File: src/atet_pkg.sv
// ----------------------------------------------------------------------------
// atet_pkg
// shared types, constants and the arctangent table for the tilt tracker
// ----------------------------------------------------------------------------
package atet_pkg;

    // handshake status of an iterative arithmetic unit
    typedef struct packed {
        logic busy;
        logic done;
    } unit_stat_t;

    // square root unit widths
    localparam int SQ_IN_W   = 48;
    localparam int SQ_ROOT_W = 24;
    localparam int SQ_REM_W  = 26;

    // cordic widths
    localparam int CD_XY_W   = 28;
    localparam int CD_Z_W    = 26;
    localparam int ATAN_W    = 22;
    localparam int ATAN_IDX_W = 5;

    localparam logic signed [CD_Z_W-1:0] DEG90 = 26'sd5898240;

    // angle limits in 1/64 degree
    localparam logic signed [15:0] HEAD_LIM  = 16'sd11520;
    localparam logic signed [15:0] TILT_LIM  = 16'sd5760;
    localparam logic signed [18:0] FULL_TURN = 19'sd23040;

    // 6681/65536 approximates 1/9.81
    localparam logic signed [15:0] MPS2_TO_G = 16'sd6681;

    // floor(n/10) as (n * EMA_RECIP) >> EMA_SHIFT, exact for n below 2^19
    localparam logic [19:0] EMA_RECIP = 20'd419431;
    localparam int          EMA_SHIFT = 22;

    // arctangent of 2^-i in degrees * 65536
    function automatic logic [ATAN_W-1:0] atan_val(input logic [ATAN_IDX_W-1:0] idx);
        logic [ATAN_W-1:0] v;
        begin
            unique case (idx)
                5'd0:    v = 22'd2949120;
                5'd1:    v = 22'd1740967;
                5'd2:    v = 22'd919879;
                5'd3:    v = 22'd466945;
                5'd4:    v = 22'd234379;
                5'd5:    v = 22'd117304;
                5'd6:    v = 22'd58666;
                5'd7:    v = 22'd29335;
                5'd8:    v = 22'd14668;
                5'd9:    v = 22'd7334;
                5'd10:   v = 22'd3667;
                5'd11:   v = 22'd1833;
                5'd12:   v = 22'd917;
                5'd13:   v = 22'd458;
                5'd14:   v = 22'd229;
                5'd15:   v = 22'd115;
                5'd16:   v = 22'd57;
                5'd17:   v = 22'd29;
                5'd18:   v = 22'd14;
                5'd19:   v = 22'd7;
                5'd20:   v = 22'd4;
                5'd21:   v = 22'd2;
                5'd22:   v = 22'd1;
                default: v = 22'd0;
            endcase
            return v;
        end
    endfunction

endpackage

File: src/atet_sqrt.sv
// ----------------------------------------------------------------------------
// atet_sqrt
// digit-by-digit integer square root, one root bit per cycle
// ----------------------------------------------------------------------------
module atet_sqrt
(
    input  logic                              clk,
    input  logic                              rst_n,
    input  logic                              start,
    input  logic [atet_pkg::SQ_IN_W-1:0]      radicand,
    output logic [atet_pkg::SQ_ROOT_W-1:0]    root,
    output logic [atet_pkg::SQ_REM_W-1:0]     remainder,
    output atet_pkg::unit_stat_t              stat
);

    localparam int CAND_W = atet_pkg::SQ_REM_W + 2;
    localparam int CNT_W  = $clog2(atet_pkg::SQ_ROOT_W + 1);

    logic [atet_pkg::SQ_IN_W-1:0]   n_reg,    n_next;
    logic [atet_pkg::SQ_ROOT_W-1:0] root_reg, root_next;
    logic [atet_pkg::SQ_REM_W-1:0]  rem_reg,  rem_next;
    logic [CNT_W-1:0]               cnt_reg,  cnt_next;
    logic                           busy_reg, busy_next;
    logic                           done_reg, done_next;
    logic [CAND_W-1:0]              cand;
    logic [CAND_W-1:0]              trial;

    always_comb
    begin
        cand  = {rem_reg, n_reg[atet_pkg::SQ_IN_W-1 -: 2]};
        trial = {2'b00, root_reg, 2'b01};
        n_next    = n_reg;
        root_next = root_reg;
        rem_next  = rem_reg;
        cnt_next  = cnt_reg;
        busy_next = busy_reg;
        done_next = 1'b0;
        if (start)
        begin
            n_next    = radicand;
            root_next = '0;
            rem_next  = '0;
            cnt_next  = CNT_W'(atet_pkg::SQ_ROOT_W);
            busy_next = 1'b1;
        end
        else if (busy_reg)
        begin
            n_next = {n_reg[atet_pkg::SQ_IN_W-3:0], 2'b00};
            if (cand >= trial)
            begin
                rem_next  = atet_pkg::SQ_REM_W'(cand - trial);
                root_next = {root_reg[atet_pkg::SQ_ROOT_W-2:0], 1'b1};
            end
            else
            begin
                rem_next  = atet_pkg::SQ_REM_W'(cand);
                root_next = {root_reg[atet_pkg::SQ_ROOT_W-2:0], 1'b0};
            end
            cnt_next = cnt_reg - 1'b1;
            if (cnt_reg == CNT_W'(1))
            begin
                busy_next = 1'b0;
                done_next = 1'b1;
            end
        end
    end

    always_ff @(posedge clk or negedge rst_n)
    begin
        if (!rst_n)
        begin
            busy_reg <= 1'b0;
            done_reg <= 1'b0;
            cnt_reg  <= '0;
        end
        else
        begin
            busy_reg <= busy_next;
            done_reg <= done_next;
            cnt_reg  <= cnt_next;
        end
    end

    always_ff @(posedge clk)
    begin
        n_reg    <= n_next;
        root_reg <= root_next;
        rem_reg  <= rem_next;
    end

    assign root      = root_reg;
    assign remainder = rem_reg;
    assign stat.busy = busy_reg;
    assign stat.done = done_reg;

endmodule

File: src/atet_cordic.sv
// ----------------------------------------------------------------------------
// atet_cordic
// vectoring cordic arctangent, one micro-rotation per cycle
// ----------------------------------------------------------------------------
module atet_cordic
#(
    parameter int CORDIC_ITERS = 16
)
(
    input  logic                                   clk,
    input  logic                                   rst_n,
    input  logic                                   start,
    input  logic signed [atet_pkg::CD_XY_W-1:0]    y_in,
    input  logic signed [atet_pkg::CD_XY_W-1:0]    x_in,
    output logic signed [atet_pkg::CD_Z_W-1:0]     angle,
    output atet_pkg::unit_stat_t                   stat
);

    localparam int IW = $clog2(CORDIC_ITERS);

    logic signed [atet_pkg::CD_XY_W-1:0] x_reg, x_next;
    logic signed [atet_pkg::CD_XY_W-1:0] y_reg, y_next;
    logic signed [atet_pkg::CD_Z_W-1:0]  z_reg, z_next;
    logic [IW-1:0]                       i_reg, i_next;
    logic                                busy_reg, busy_next;
    logic                                done_reg, done_next;
    logic signed [atet_pkg::CD_XY_W-1:0] xs, ys;
    logic signed [atet_pkg::CD_Z_W-1:0]  at;

    always_comb
    begin
        xs = x_reg >>> i_reg;
        ys = y_reg >>> i_reg;
        at = $signed({4'b0000, atet_pkg::atan_val(atet_pkg::ATAN_IDX_W'(i_reg))});
        x_next    = x_reg;
        y_next    = y_reg;
        z_next    = z_reg;
        i_next    = i_reg;
        busy_next = busy_reg;
        done_next = 1'b0;
        if (start)
        begin
            i_next = '0;
            priority if (x_in == '0 && y_in == '0)
            begin
                // zero vector reads as angle zero
                z_next    = '0;
                done_next = 1'b1;
            end
            else if (x_in < 0)
            begin
                busy_next = 1'b1;
                if (y_in >= 0)
                begin
                    x_next = y_in;
                    y_next = -x_in;
                    z_next = atet_pkg::DEG90;
                end
                else
                begin
                    x_next = -y_in;
                    y_next = x_in;
                    z_next = -atet_pkg::DEG90;
                end
            end
            else
            begin
                busy_next = 1'b1;
                x_next    = x_in;
                y_next    = y_in;
                z_next    = '0;
            end
        end
        else if (busy_reg)
        begin
            if (y_reg >= 0)
            begin
                x_next = x_reg + ys;
                y_next = y_reg - xs;
                z_next = z_reg + at;
            end
            else
            begin
                x_next = x_reg - ys;
                y_next = y_reg + xs;
                z_next = z_reg - at;
            end
            i_next = i_reg + 1'b1;
            if (i_reg == IW'(CORDIC_ITERS - 1))
            begin
                busy_next = 1'b0;
                done_next = 1'b1;
            end
        end
    end

    always_ff @(posedge clk or negedge rst_n)
    begin
        if (!rst_n)
        begin
            busy_reg <= 1'b0;
            done_reg <= 1'b0;
            i_reg    <= '0;
        end
        else
        begin
            busy_reg <= busy_next;
            done_reg <= done_next;
            i_reg    <= i_next;
        end
    end

    always_ff @(posedge clk)
    begin
        x_reg <= x_next;
        y_reg <= y_next;
        z_reg <= z_next;
    end

    assign angle     = z_reg;
    assign stat.busy = busy_reg;
    assign stat.done = done_reg;

endmodule

File: src/accel_tilt_ema_tracker_top.sv
// ----------------------------------------------------------------------------
// accel_tilt_ema_tracker_top
// accelerometer tilt and magnitude tracker with exponential smoothing
// ----------------------------------------------------------------------------
// One request carries a three-axis Q8.8 sample (or a peak clear). The block
// scales the sample to g when the input_in_g register is 0, forms the planar
// and total magnitudes, heading, pitch and roll, smooths all eight values with
// an alpha 0.4 filter and returns one result per request. A sample request
// uses one shared 16x16 multiplier for unit scaling and squares, four passes
// of a bit-serial square root and three passes of a one-rotation-per-cycle
// cordic, then states EMA_A and EMA_B for each filtered value; a peak clear
// goes straight to the done state. in_stall is high while a request is being
// worked on; a finished result may wait on out_stall while the next request
// is accepted. The first sample after reset or after a unit change loads the
// filters directly. Register input_in_g lives at byte address 0; the user must
// write it only while the block is idle, as the block does not enforce this.
// ----------------------------------------------------------------------------
module accel_tilt_ema_tracker_top
#(
    parameter int CORDIC_ITERS = 16
)
(
    input  logic               clk,
    input  logic               rst_n,
    // configuration port
    input  logic               psel,
    input  logic               penable,
    input  logic               pwrite,
    input  logic [2:0]         paddr,
    input  logic [31:0]        pwdata,
    output logic [31:0]        prdata,
    output logic               pready,
    // request channel
    input  logic               in_valid,
    output logic               in_stall,
    input  logic               op,
    input  logic signed [15:0] sample_x,
    input  logic signed [15:0] sample_y,
    input  logic signed [15:0] sample_z,
    // result channel
    output logic               out_valid,
    input  logic               out_stall,
    output logic signed [15:0] filt_x,
    output logic signed [15:0] filt_y,
    output logic signed [15:0] filt_z,
    output logic [15:0]        filt_total,
    output logic [15:0]        filt_planar,
    output logic signed [14:0] filt_heading,
    output logic signed [13:0] filt_pitch,
    output logic signed [13:0] filt_roll,
    output logic [15:0]        peak_total,
    output logic               changed
);

    // sequencer states
    localparam logic [3:0] ST_IDLE   = 4'd0;
    localparam logic [3:0] ST_CONV   = 4'd1;
    localparam logic [3:0] ST_SQ     = 4'd2;
    localparam logic [3:0] ST_SQRT   = 4'd3;
    localparam logic [3:0] ST_SQWAIT = 4'd4;
    localparam logic [3:0] ST_CORD   = 4'd5;
    localparam logic [3:0] ST_CWAIT  = 4'd6;
    localparam logic [3:0] ST_EMA_A  = 4'd7;
    localparam logic [3:0] ST_EMA_B  = 4'd8;
    localparam logic [3:0] ST_DONE   = 4'd9;

    // request codes and register index
    localparam logic OP_SAMPLE      = 1'b0;
    localparam logic OP_CLEAR       = 1'b1;
    localparam logic REG_INPUT_IN_G = 1'b0;

    // filter channel numbers
    localparam logic [2:0] CH_TOTAL   = 3'd3;
    localparam logic [2:0] CH_PLANAR  = 3'd4;
    localparam logic [2:0] CH_HEADING = 3'd5;
    localparam logic [2:0] CH_LAST    = 3'd7;

    localparam int AW = 18;  // filter arithmetic width

    // control state
    logic [3:0]  state_reg, state_next;
    logic [2:0]  cnt_reg,   cnt_next;
    logic        in_g_reg,  in_g_next;
    logic        primed_reg, primed_next;
    logic [15:0] peak_reg,  peak_next;
    logic        chg_reg,   chg_next;
    logic        ovld_reg,  ovld_next;
    logic signed [AW-1:0] avg_reg [8];
    logic signed [AW-1:0] avg_wr;
    logic                 avg_we;

    // payload registers
    logic                op_reg;
    logic signed [15:0]  raw_reg [3];
    logic signed [15:0]  g_reg [3];
    logic [31:0]         sq_reg [3];
    logic [15:0]         planar_reg, total_reg;
    logic [23:0]         den_p_reg, den_r_reg;
    logic signed [15:0]  ang_reg [3];
    logic [18:0]         n_reg;
    logic                neg_reg;
    logic signed [AW-1:0] val_reg;

    // output registers
    logic signed [15:0] o_x_reg, o_y_reg, o_z_reg;
    logic [15:0]        o_total_reg, o_planar_reg, o_peak_reg;
    logic signed [14:0] o_head_reg;
    logic signed [13:0] o_pitch_reg, o_roll_reg;
    logic               o_chg_reg;

    logic accept;
    logic cfg_wr;
    logic load_out;

    // shared multiplier
    logic signed [15:0] mul_a, mul_b;
    logic signed [31:0] mul_p;
    logic signed [31:0] conv_sum;
    logic signed [15:0] g_conv;

    // square root unit
    logic [atet_pkg::SQ_IN_W-1:0]   sq_in;
    logic [atet_pkg::SQ_ROOT_W-1:0] sq_root;
    logic [atet_pkg::SQ_REM_W-1:0]  sq_rem;
    atet_pkg::unit_stat_t           sq_stat;
    logic [31:0]                    sum_xy, sum_xyz, sum_yz, sum_xz;
    logic [15:0]                    root_rnd;

    // cordic unit
    logic signed [atet_pkg::CD_XY_W-1:0] cd_y, cd_x;
    logic signed [atet_pkg::CD_Z_W-1:0]  cd_z;
    atet_pkg::unit_stat_t                cd_stat;
    logic signed [atet_pkg::CD_Z_W-1:0]  z_rnd;
    logic signed [15:0]                  ang64, ang_lim, ang_sat;

    // filter step
    logic signed [AW-1:0] ch_val, ch_avg;
    logic signed [AW:0]   diff;
    logic [AW-1:0]        mag;
    logic [38:0]          q_prod;
    logic signed [AW-1:0] q_step;
    logic signed [AW-1:0] sum_avg;
    logic [15:0]          peak_upd;

    assign pready   = 1'b1;
    assign prdata   = {31'd0, in_g_reg};
    assign in_stall = (state_reg != ST_IDLE);
    assign accept   = in_valid && !in_stall;
    assign cfg_wr   = psel && penable && pwrite && pready && (paddr[2] == REG_INPUT_IN_G);
    assign load_out = (state_reg == ST_DONE) && (!ovld_reg || !out_stall);

    // unit scaling and squaring share one multiplier
    always_comb
    begin
        if (state_reg == ST_CONV)
        begin
            mul_a = raw_reg[cnt_reg[1:0]];
            mul_b = atet_pkg::MPS2_TO_G;
        end
        else
        begin
            mul_a = g_reg[cnt_reg[1:0]];
            mul_b = g_reg[cnt_reg[1:0]];
        end
        mul_p    = mul_a * mul_b;
        conv_sum = mul_p + 32'sd32768;
        g_conv   = in_g_reg ? raw_reg[cnt_reg[1:0]] : conv_sum[31:16];
    end

    // square root operands: planar, total, pitch and roll denominators
    always_comb
    begin
        sum_xy  = sq_reg[0] + sq_reg[1];
        sum_xyz = sum_xy + sq_reg[2];
        sum_yz  = sq_reg[1] + sq_reg[2];
        sum_xz  = sq_reg[0] + sq_reg[2];
        unique case (cnt_reg[1:0])
            2'd0:    sq_in = {16'd0, sum_xy};
            2'd1:    sq_in = {16'd0, sum_xyz};
            2'd2:    sq_in = {sum_yz, 16'd0};
            default: sq_in = {sum_xz, 16'd0};
        endcase
        // round to nearest when the remainder exceeds the root
        root_rnd = sq_root[15:0] + 16'((sq_rem > {2'b00, sq_root}) ? 1 : 0);
    end

    atet_sqrt u_sqrt
    (
        .clk       (clk),
        .rst_n     (rst_n),
        .start     (state_reg == ST_SQRT),
        .radicand  (sq_in),
        .root      (sq_root),
        .remainder (sq_rem),
        .stat      (sq_stat)
    );

    // cordic operands: heading, pitch, roll
    always_comb
    begin
        unique case (cnt_reg[1:0])
            2'd0:
            begin
                cd_y = {{4{g_reg[1][15]}}, g_reg[1], 8'd0};
                cd_x = {{4{g_reg[0][15]}}, g_reg[0], 8'd0};
            end
            2'd1:
            begin
                cd_y = {{4{g_reg[0][15]}}, g_reg[0], 8'd0};
                cd_x = {4'd0, den_p_reg};
            end
            default:
            begin
                cd_y = {{4{g_reg[1][15]}}, g_reg[1], 8'd0};
                cd_x = {4'd0, den_r_reg};
            end
        endcase
        z_rnd   = cd_z + 26'sd512;
        ang64   = z_rnd[atet_pkg::CD_Z_W-1:10];
        ang_lim = (cnt_reg[1:0] == 2'd0) ? atet_pkg::HEAD_LIM : atet_pkg::TILT_LIM;
        priority if (ang64 > ang_lim)
            ang_sat = ang_lim;
        else if (ang64 < -ang_lim)
            ang_sat = -ang_lim;
        else
            ang_sat = ang64;
    end

    atet_cordic #(.CORDIC_ITERS(CORDIC_ITERS)) u_cordic
    (
        .clk   (clk),
        .rst_n (rst_n),
        .start (state_reg == ST_CORD),
        .y_in  (cd_y),
        .x_in  (cd_x),
        .angle (cd_z),
        .stat  (cd_stat)
    );

    // filter step, states EMA_A and EMA_B per channel
    always_comb
    begin
        unique case (cnt_reg)
            3'd0:    ch_val = AW'(g_reg[0]);
            3'd1:    ch_val = AW'(g_reg[1]);
            3'd2:    ch_val = AW'(g_reg[2]);
            3'd3:    ch_val = $signed({2'b00, total_reg});
            3'd4:    ch_val = $signed({2'b00, planar_reg});
            3'd5:    ch_val = AW'(ang_reg[0]);
            3'd6:    ch_val = AW'(ang_reg[1]);
            default: ch_val = AW'(ang_reg[2]);
        endcase
        ch_avg = avg_reg[cnt_reg];
        diff   = (AW+1)'(ch_val) - (AW+1)'(ch_avg);
        // heading difference goes the short way round
        if (cnt_reg == CH_HEADING)
        begin
            if (diff > (AW+1)'(atet_pkg::HEAD_LIM))
                diff = diff - atet_pkg::FULL_TURN;
            else if (diff < -(AW+1)'(atet_pkg::HEAD_LIM))
                diff = diff + atet_pkg::FULL_TURN;
        end
        mag     = diff[AW] ? AW'(-diff) : AW'(diff);
        q_prod  = n_reg * atet_pkg::EMA_RECIP;
        q_step  = neg_reg ? -AW'(q_prod >> atet_pkg::EMA_SHIFT)
                          :  AW'(q_prod >> atet_pkg::EMA_SHIFT);
        sum_avg = primed_reg ? ch_avg + q_step : val_reg;
        if (cnt_reg == CH_HEADING)
        begin
            if (sum_avg > AW'(atet_pkg::HEAD_LIM))
                sum_avg = sum_avg - AW'(atet_pkg::FULL_TURN);
            else if (sum_avg < -AW'(atet_pkg::HEAD_LIM))
                sum_avg = sum_avg + AW'(atet_pkg::FULL_TURN);
        end
        avg_wr = sum_avg;
        avg_we = (state_reg == ST_EMA_B);
        // peak follows the raw total on sample requests only
        if (op_reg == OP_CLEAR)
            peak_upd = '0;
        else if (total_reg > peak_reg)
            peak_upd = total_reg;
        else
            peak_upd = peak_reg;
    end

    // sequencer
    always_comb
    begin
        state_next  = state_reg;
        cnt_next    = cnt_reg;
        in_g_next   = in_g_reg;
        primed_next = primed_reg;
        peak_next   = peak_reg;
        chg_next    = chg_reg;
        ovld_next   = ovld_reg && out_stall;
        if (cfg_wr && (pwdata[0] != in_g_reg))
        begin
            // unit change restarts the filters and the peak
            in_g_next   = pwdata[0];
            primed_next = 1'b0;
            peak_next   = '0;
        end
        unique case (state_reg)
            ST_IDLE:
            begin
                if (accept)
                begin
                    cnt_next   = '0;
                    chg_next   = 1'b0;
                    state_next = (op == OP_CLEAR) ? ST_DONE : ST_CONV;
                end
            end
            ST_CONV, ST_SQ:
            begin
                if (cnt_reg == 3'd2)
                begin
                    cnt_next   = '0;
                    state_next = (state_reg == ST_CONV) ? ST_SQ : ST_SQRT;
                end
                else
                    cnt_next = cnt_reg + 3'd1;
            end
            ST_SQRT:
                state_next = ST_SQWAIT;
            ST_SQWAIT:
            begin
                if (sq_stat.done)
                begin
                    if (cnt_reg == 3'd3)
                    begin
                        cnt_next   = '0;
                        state_next = ST_CORD;
                    end
                    else
                    begin
                        cnt_next   = cnt_reg + 3'd1;
                        state_next = ST_SQRT;
                    end
                end
            end
            ST_CORD:
                state_next = ST_CWAIT;
            ST_CWAIT:
            begin
                if (cd_stat.done)
                begin
                    if (cnt_reg == 3'd2)
                    begin
                        cnt_next   = '0;
                        state_next = ST_EMA_A;
                    end
                    else
                    begin
                        cnt_next   = cnt_reg + 3'd1;
                        state_next = ST_CORD;
                    end
                end
            end
            ST_EMA_A:
                state_next = ST_EMA_B;
            ST_EMA_B:
            begin
                chg_next = chg_reg || (avg_wr != ch_avg);
                if (cnt_reg == CH_LAST)
                    state_next = ST_DONE;
                else
                begin
                    cnt_next   = cnt_reg + 3'd1;
                    state_next = ST_EMA_A;
                end
            end
            ST_DONE:
            begin
                if (load_out)
                begin
                    peak_next  = peak_upd;
                    ovld_next  = 1'b1;
                    state_next = ST_IDLE;
                    if (op_reg == OP_SAMPLE)
                        primed_next = 1'b1;
                end
            end
            default:
                state_next = ST_IDLE;
        endcase
    end

    always_ff @(posedge clk or negedge rst_n)
    begin
        if (!rst_n)
        begin
            state_reg  <= ST_IDLE;
            cnt_reg    <= '0;
            in_g_reg   <= 1'b0;
            primed_reg <= 1'b0;
            peak_reg   <= '0;
            chg_reg    <= 1'b0;
            ovld_reg   <= 1'b0;
            for (int i = 0; i < 8; i++)
                avg_reg[i] <= '0;
        end
        else
        begin
            state_reg  <= state_next;
            cnt_reg    <= cnt_next;
            in_g_reg   <= in_g_next;
            primed_reg <= primed_next;
            peak_reg   <= peak_next;
            chg_reg    <= chg_next;
            ovld_reg   <= ovld_next;
            if (avg_we)
                avg_reg[cnt_reg] <= avg_wr;
        end
    end

    // datapath registers
    always_ff @(posedge clk)
    begin
        if (accept)
        begin
            op_reg     <= op;
            raw_reg[0] <= sample_x;
            raw_reg[1] <= sample_y;
            raw_reg[2] <= sample_z;
        end
        if (state_reg == ST_CONV)
            g_reg[cnt_reg[1:0]] <= g_conv;
        if (state_reg == ST_SQ)
            sq_reg[cnt_reg[1:0]] <= mul_p;
        if (state_reg == ST_SQWAIT && sq_stat.done)
        begin
            unique case (cnt_reg[1:0])
                2'd0:    planar_reg <= root_rnd;
                2'd1:    total_reg  <= root_rnd;
                2'd2:    den_p_reg  <= sq_root;
                default: den_r_reg  <= sq_root;
            endcase
        end
        if (state_reg == ST_CWAIT && cd_stat.done)
            ang_reg[cnt_reg[1:0]] <= ang_sat;
        if (state_reg == ST_EMA_A)
        begin
            n_reg   <= 19'({mag, 2'b00} + 20'd5);
            neg_reg <= diff[AW];
            val_reg <= ch_val;
        end
        if (load_out)
        begin
            o_x_reg      <= avg_reg[0][15:0];
            o_y_reg      <= avg_reg[1][15:0];
            o_z_reg      <= avg_reg[2][15:0];
            o_total_reg  <= avg_reg[CH_TOTAL][15:0];
            o_planar_reg <= avg_reg[CH_PLANAR][15:0];
            o_head_reg   <= avg_reg[CH_HEADING][14:0];
            o_pitch_reg  <= avg_reg[6][13:0];
            o_roll_reg   <= avg_reg[CH_LAST][13:0];
            o_peak_reg   <= peak_upd;
            o_chg_reg    <= chg_reg || (peak_upd != peak_reg);
        end
    end

    assign out_valid    = ovld_reg;
    assign filt_x       = o_x_reg;
    assign filt_y       = o_y_reg;
    assign filt_z       = o_z_reg;
    assign filt_total   = o_total_reg;
    assign filt_planar  = o_planar_reg;
    assign filt_heading = o_head_reg;
    assign filt_pitch   = o_pitch_reg;
    assign filt_roll    = o_roll_reg;
    assign peak_total   = o_peak_reg;
    assign changed      = o_chg_reg;

    // stored heading always stays on the half turn either side of zero
    a_head_range: assert property (@(posedge clk) disable iff (!rst_n)
        avg_reg[CH_HEADING] <= AW'(atet_pkg::HEAD_LIM) &&
        avg_reg[CH_HEADING] >= -AW'(atet_pkg::HEAD_LIM))
        else $error("stored heading out of range");

    // square root finishes only while the sequencer waits for it
    a_sq_done: assert property (@(posedge clk) disable iff (!rst_n)
        sq_stat.done |-> state_reg == ST_SQWAIT)
        else $error("square root done outside its wait state");

    // cordic finishes only while the sequencer waits for it
    a_cd_done: assert property (@(posedge clk) disable iff (!rst_n)
        cd_stat.done |-> state_reg == ST_CWAIT)
        else $error("cordic done outside its wait state");

    // both units are quiet when no request is in flight
    a_idle_units: assert property (@(posedge clk) disable iff (!rst_n)
        state_reg == ST_IDLE |-> !sq_stat.busy && !cd_stat.busy)
        else $error("arithmetic unit busy while idle");

endmodule

File: config.mk
export PLATFORM = sky130hd
export DESIGN_NAME = accel_tilt_ema_tracker_top
export DESIGN_NICKNAME = d
export VERILOG_FILES = /design/src/atet_pkg.sv /design/src/atet_sqrt.sv /design/src/atet_cordic.sv /design/src/accel_tilt_ema_tracker_top.sv
export SDC_FILE = /design/constraint.sdc
export NUM_CORES = 2
export LEC_CHECK = 0
export ABC_AREA = 1
export BUFFER_PORTS_ARGS = -buffer_cell sky130_fd_sc_hd__buf_2
export CAP_MARGIN = 20
export CORE_ASPECT_RATIO = 1.5
export CORE_MARGIN = 2
export CORE_UTILIZATION = 34
export CTS_CLUSTER_DIAMETER = 40
export DETAILED_ROUTE_END_ITERATION = 16
export SLEW_MARGIN = 30
export SYNTH_ARGS = -nofsm -noshare
export SYNTH_HDL_FRONTEND = slang
export SYNTH_HIERARCHICAL = 1
export SYNTH_SLANG_ARGS = --single-unit
File: constraint.sdc
create_clock -name clk -period 16.74 [get_ports clk]
set_clock_uncertainty 0.1 [all_clocks]
set_input_delay 5.022 -clock clk [delete_from_list [all_inputs] [get_ports clk]]
set_output_delay 5.022 -clock clk [all_outputs]
set_load 0.005 [all_outputs]
==> After elaboration in Yosys (flattened, before gate mapping) <==
Memories as Yosys holds them, arrays and structs flattened.
Cells that the tools add are included.
{ "classes": {"add_sub_neg": 29, "n_mul": 2, "magnitude_cmp": 14, "eq_ne": 30, "shift": 2, "n_mux": 105, "n_bitwise": 3, "reduce_logical": 37} }
{ "ops": {"columns": ["cell", "n"], "rows": [
  ["2-to-1 mux 28 bit", 13],
  ["2-to-1 mux 26 bit", 7],
  ["2-to-1 mux 16 bit", 10],
  ["bitwise mux 144 bit", 1],
  ["2-to-1 mux 18 bit", 8],
  ["one-hot mux 48 bit (3 select lines)", 1],
  ["adder 32 bit", 4],
  ["one-hot mux 18 bit (7 select lines)", 1],
  ["2-to-1 mux 48 bit", 2],
  ["2-to-1 mux 19 bit", 3],
  ["adder 28 bit", 2],
  ["greater-or-equal comparator 28 x 1 -> 1 bit (second input constant)", 2],
  ["zero test 28 bit", 2],
  ["negation 28 bit", 2],
  ["one-hot mux 28 bit (2 select lines)", 1],
  [">>> shifter 28 x 4 -> 28 bit", 2],
  ["subtractor 28 bit", 2],
  ["binary-select mux 18 bit (select 3 bit)", 1],
  ["demux 18 bit (select 3 bit)", 1],
  ["multiplier 19 x 19 -> 38 bit (second input constant)", 1],
  ["2-to-1 mux 4 bit", 9],
  ["one-hot mux 4 bit (9 select lines)", 1],
  ["adder 32 x 17 -> 32 bit (second input constant)", 1],
  ["multiplier 16 x 16 -> 32 bit", 1],
  ["other kinds (68)", 144]
]} }
{ "totals": {"ff_bits": 623, "ramBits": 240, "mem_bits_ro": 352, "elab_cells": 272, "n_memories": 5} }
{ "memory_table": {"columns": ["memory", "words", "word_bits", "read_ports", "rd_clocked_by_memory_dff", "wr", "line", "rtl"], "rows": [
  ["(name not given)", 16, 22, 1, 0, 0, "atet_pkg.sv:42", "unique case (idx)"],
  ["sq_reg", 3, 32, 3, 0, 1, "accel_tilt_ema_tracker_top.sv:96", "logic [31:0] sq_reg [3];"],
  ["ang_reg", 3, 16, 3, 0, 1, "accel_tilt_ema_tracker_top.sv:99", "logic signed [15:0] ang_reg [3];"],
  ["g_reg", 3, 16, 4, 0, 1, "accel_tilt_ema_tracker_top.sv:95", "logic signed [15:0] g_reg [3];"],
  ["raw_reg", 3, 16, 1, 0, 3, "accel_tilt_ema_tracker_top.sv:94", "logic signed [15:0] raw_reg [3];"]
]} }

==> Logic depth before layout (Yosys ltp) <==
{ "logic_depth": {"depth_word": 13, "ltp_mapped": 59, "ltp_nobuf": 59} }

==> By module <==
Netlist, hierarchy kept.
{ "by_module_without_submodules": {"columns": ["module", "instances", "cells_each", "area_per_inst_um2", "seq_area_each_um2"], "rows": [
  ["accel_tilt_ema_tracker_top", 1, 6128, 54314.6, 19653.8],
  ["atet_cordic", 1, 2315, 14044.7, 2612.5],
  ["atet_sqrt", 1, 861, 6130.9, 2617.5]
]} }

==> Worst setup path before layout <==
Ideal clock, no wire load.
{ "synth_path": {"kind": "input to register", "startpoint": "in out_stall", "endpoint": "reg o_chg_reg (netlist: changed), enable pin", "setup_ns": 0.559, "arrival_time_ns": 9.489, "required_time_ns": 16.081, "slack_ns": 6.592, "path_stages": 4, "n_path_buf": 1, "path_cell_list": "nand2_1 -> inv_1 -> nor2_1 -> clkbuf_1"} }
{ "synth_between": {"elab_chain_len": 3} }
{ "synth_rtl": {"columns": ["item", "line", "rtl"], "rows": [
  ["from (decl)", "accel_tilt_ema_tracker_top.sv:42", "input logic out_stall,"],
  ["zero test 1 bit", "accel_tilt_ema_tracker_top.sv:150", "assign load_out = (state_reg == ST_DONE) && (!ovld_reg || !out_stall);"],
  ["logical OR 1 bit", "accel_tilt_ema_tracker_top.sv:150", null],
  ["logical AND 1 bit", "accel_tilt_ema_tracker_top.sv:150", null],
  ["net load_out", "accel_tilt_ema_tracker_top.sv:113", "logic load_out;"],
  ["to (signal assigned)", "accel_tilt_ema_tracker_top.sv:458", "o_chg_reg <= chg_reg || (peak_upd != peak_reg);"],
  ["to (decl)", "accel_tilt_ema_tracker_top.sv:109", "logic o_chg_reg;"]
]} }
The timed path passes the listed nets, and every way through them passes these cells.
A chain may end at the register's enable or synchronous reset.

==> qor.yml <==
routing:
  drt_iter0_drc: 4447
  drc_errors: 0
  firstDrtPassIters: 6
  routedWlPerCell_um: 19.4
  via_count: 63918
  via_per_inst: 5.12
  ant_nets: 0
  routed_wl_mm: 243
final_layout:
  utilization: 0.383
  largest_register_ffs: 144
  fin_nets: 10538
  drive_gt1_frac: 0.0736
  layout_common_cells: "nand2_1, inv_1, edfxtp_1"
  layout_commonest_cell: "nand2_1"
  area_delta_synth_final_pct: 12.1
clocking:
  clk_latency_ns: 0.79
  cts_sinks: 876
  clock_path_buffers: 3
  path_clk_slew_ns: 0.06
  cts_buffers: 140
  clock-root-buffer: "clkbuf_16"
  ctsResizeCount: 0
  cts-hold-fix-buffers: 0
  post_cts_buffers: 0
  h-tree-depth: 4
  cts_tree: "built"
logic_synthesis:
  syn_area_per_cell_um2: 8.01
  yosys_warnings: 6
  synth_area_um2: 74500
  syn_inst: 9302
sta:
  post-route-period-util: 0.661
  relSlewSlack: 0.292
  tightest_slew_ns: 1.05
  tns_ns: 0
  holdWs_ns: 0.333
  rsz0062_at_grt: "false"
  max_freq_mhz: 90.3
  setup_viol_count_final: 0
  drv_slew: 0
  hold_viol_final: 0
  fin_crit_ns: 11.07
setup_path:
  crit_path_max_incr_delay_ns: 0.71
  endpoint: "chg_reg"
  crit_arrival_ns: 11.64
  crit_type: "reg -> reg"
  crit_slowest_cell: "edfxtp_1"
  r2r-start: "n_reg[4]"
  cp_common_cell: "nand2_1"
  critPathMaxFanout: 9
  critPathLaunch: "n_reg[4]"
  cp.required_ns: 17.31
  cp-start-kind: "register"
  reg2regPathDepth: 53
  rrSetupSlack_ns: 5.67
  end_kind: "register"
  rr_endpoint: "chg_reg"
placement:
  gp_congestion: 0.947
  portBuffers: 200
  dp_hpwl_mm: 192
power_and_ir_drop:
  power.clock.fraction: 0.543
  p_switching_uw: 1290
  powerDensity_nw_per_um2: 64.8
  p_comb_frac: 0.028
  ir_worst_vdd_mv: 0.0843
  p_sw_frac: 0.238
  p_seq_frac: 0.429
  p_int_uw: 4120
  p_leak_uw: 0.0391
floorplanning:
  fp.dieH_um: 577
  core_um2: 218000
  die_x_um: 386
  start_util: 0.341
  ioPinCount: 266
  die-area_um2: 223000
  rows: 210
grt:
  overflow: 0
  grt_pass1_vias: 63361
  antenna_found_initial: 7
  grt_max_degree: 98
  grt_pass1_wl_mm: 368
  track_usage: 0.215
min_path:
  whs_path_depth: 0
  holdCritStartpoint: "avg_reg[37]"
  holdCritPathClass: "reg -> reg"
status:
  outcome: "complete, no violations"
flow_run:
  max_cap_viol_count: 0
-- how the worst min path moves through the flow --
| stage | end | slack, ns |
|---|---|---|
| floorplan | filt_heading[1] | 0.32 |
| global placement | filt_x[1] | 0.33 |
| detailed placement | filt_x[1] | 0.33 |
| CTS | filt_heading[1] | 0.34 |
| global route | filt_heading[1] | 0.34 |
| finish | filt_heading[1] | 0.33 |
-- worst max-delay path: cells and delay by family (launching register included) --
kind                       cells  cell delay (ns)
AOI/OAI and AO/OA              4             0.87
xor gates and xnor gates       2             0.33
adders and majority gates      9             3.77
buffers and inverters          6             0.63
DFF                            1             0.71
and+or+nand+nor               32             4.53
-- per-stage QoR --
stage	worst slack, ns	std cells	total power, µW	area, µm²
5_1_grt	4.72	12477	5560	83500
4_1_cts	5.61	12475	5460	83400
2_1_floorplan	6.59	9363	2440	74700
6_report	5.67	12479	5410	83500
3_5_place_dp	5.63	12216	2510	78700
3_3_place_gp	5.65	12215	2510	78600
-- power by group through the flow --
stage | Clock, µW | Sequential [µW] | Combinational [µW]
after floorplan | 0 | 2360 | 80.6
final | 2930 | 2320 | 151
after detailed placement | 0 | 2370 | 149
after CTS | 2990 | 2320 | 149
after global routing | 3080 | 2320 | 164
after global placement | 0 | 2370 | 148
-- per-layer routing --
metal,up-vias,wire length [µm],share of wire,GRT usage
li1,30936,-,-,-
met1,30265,88400,0.36,0.230
met2,2082,127000,0.52,0.400
met3,631,10200,0.042,0.0219
met4,4,17200,0.071,0.134
met5,-,23,0.000095,0
-- final cells by class --
cell class | instances | area (µm²)
Sequential cell | 876 | 24900
Timing Repair Buffer | 284 | 1670
Fill cell | 22360 | 135000
Clock inverter | 95 | 1040
Antenna cell | 3 | 7.51
Multi-Input combinational cell | 6755 | 43200
Clock buffer | 164 | 3710
Inverter | 1440 | 5410
Tap cell | 2862 | 3580
(Power assumes the default switching activity.)
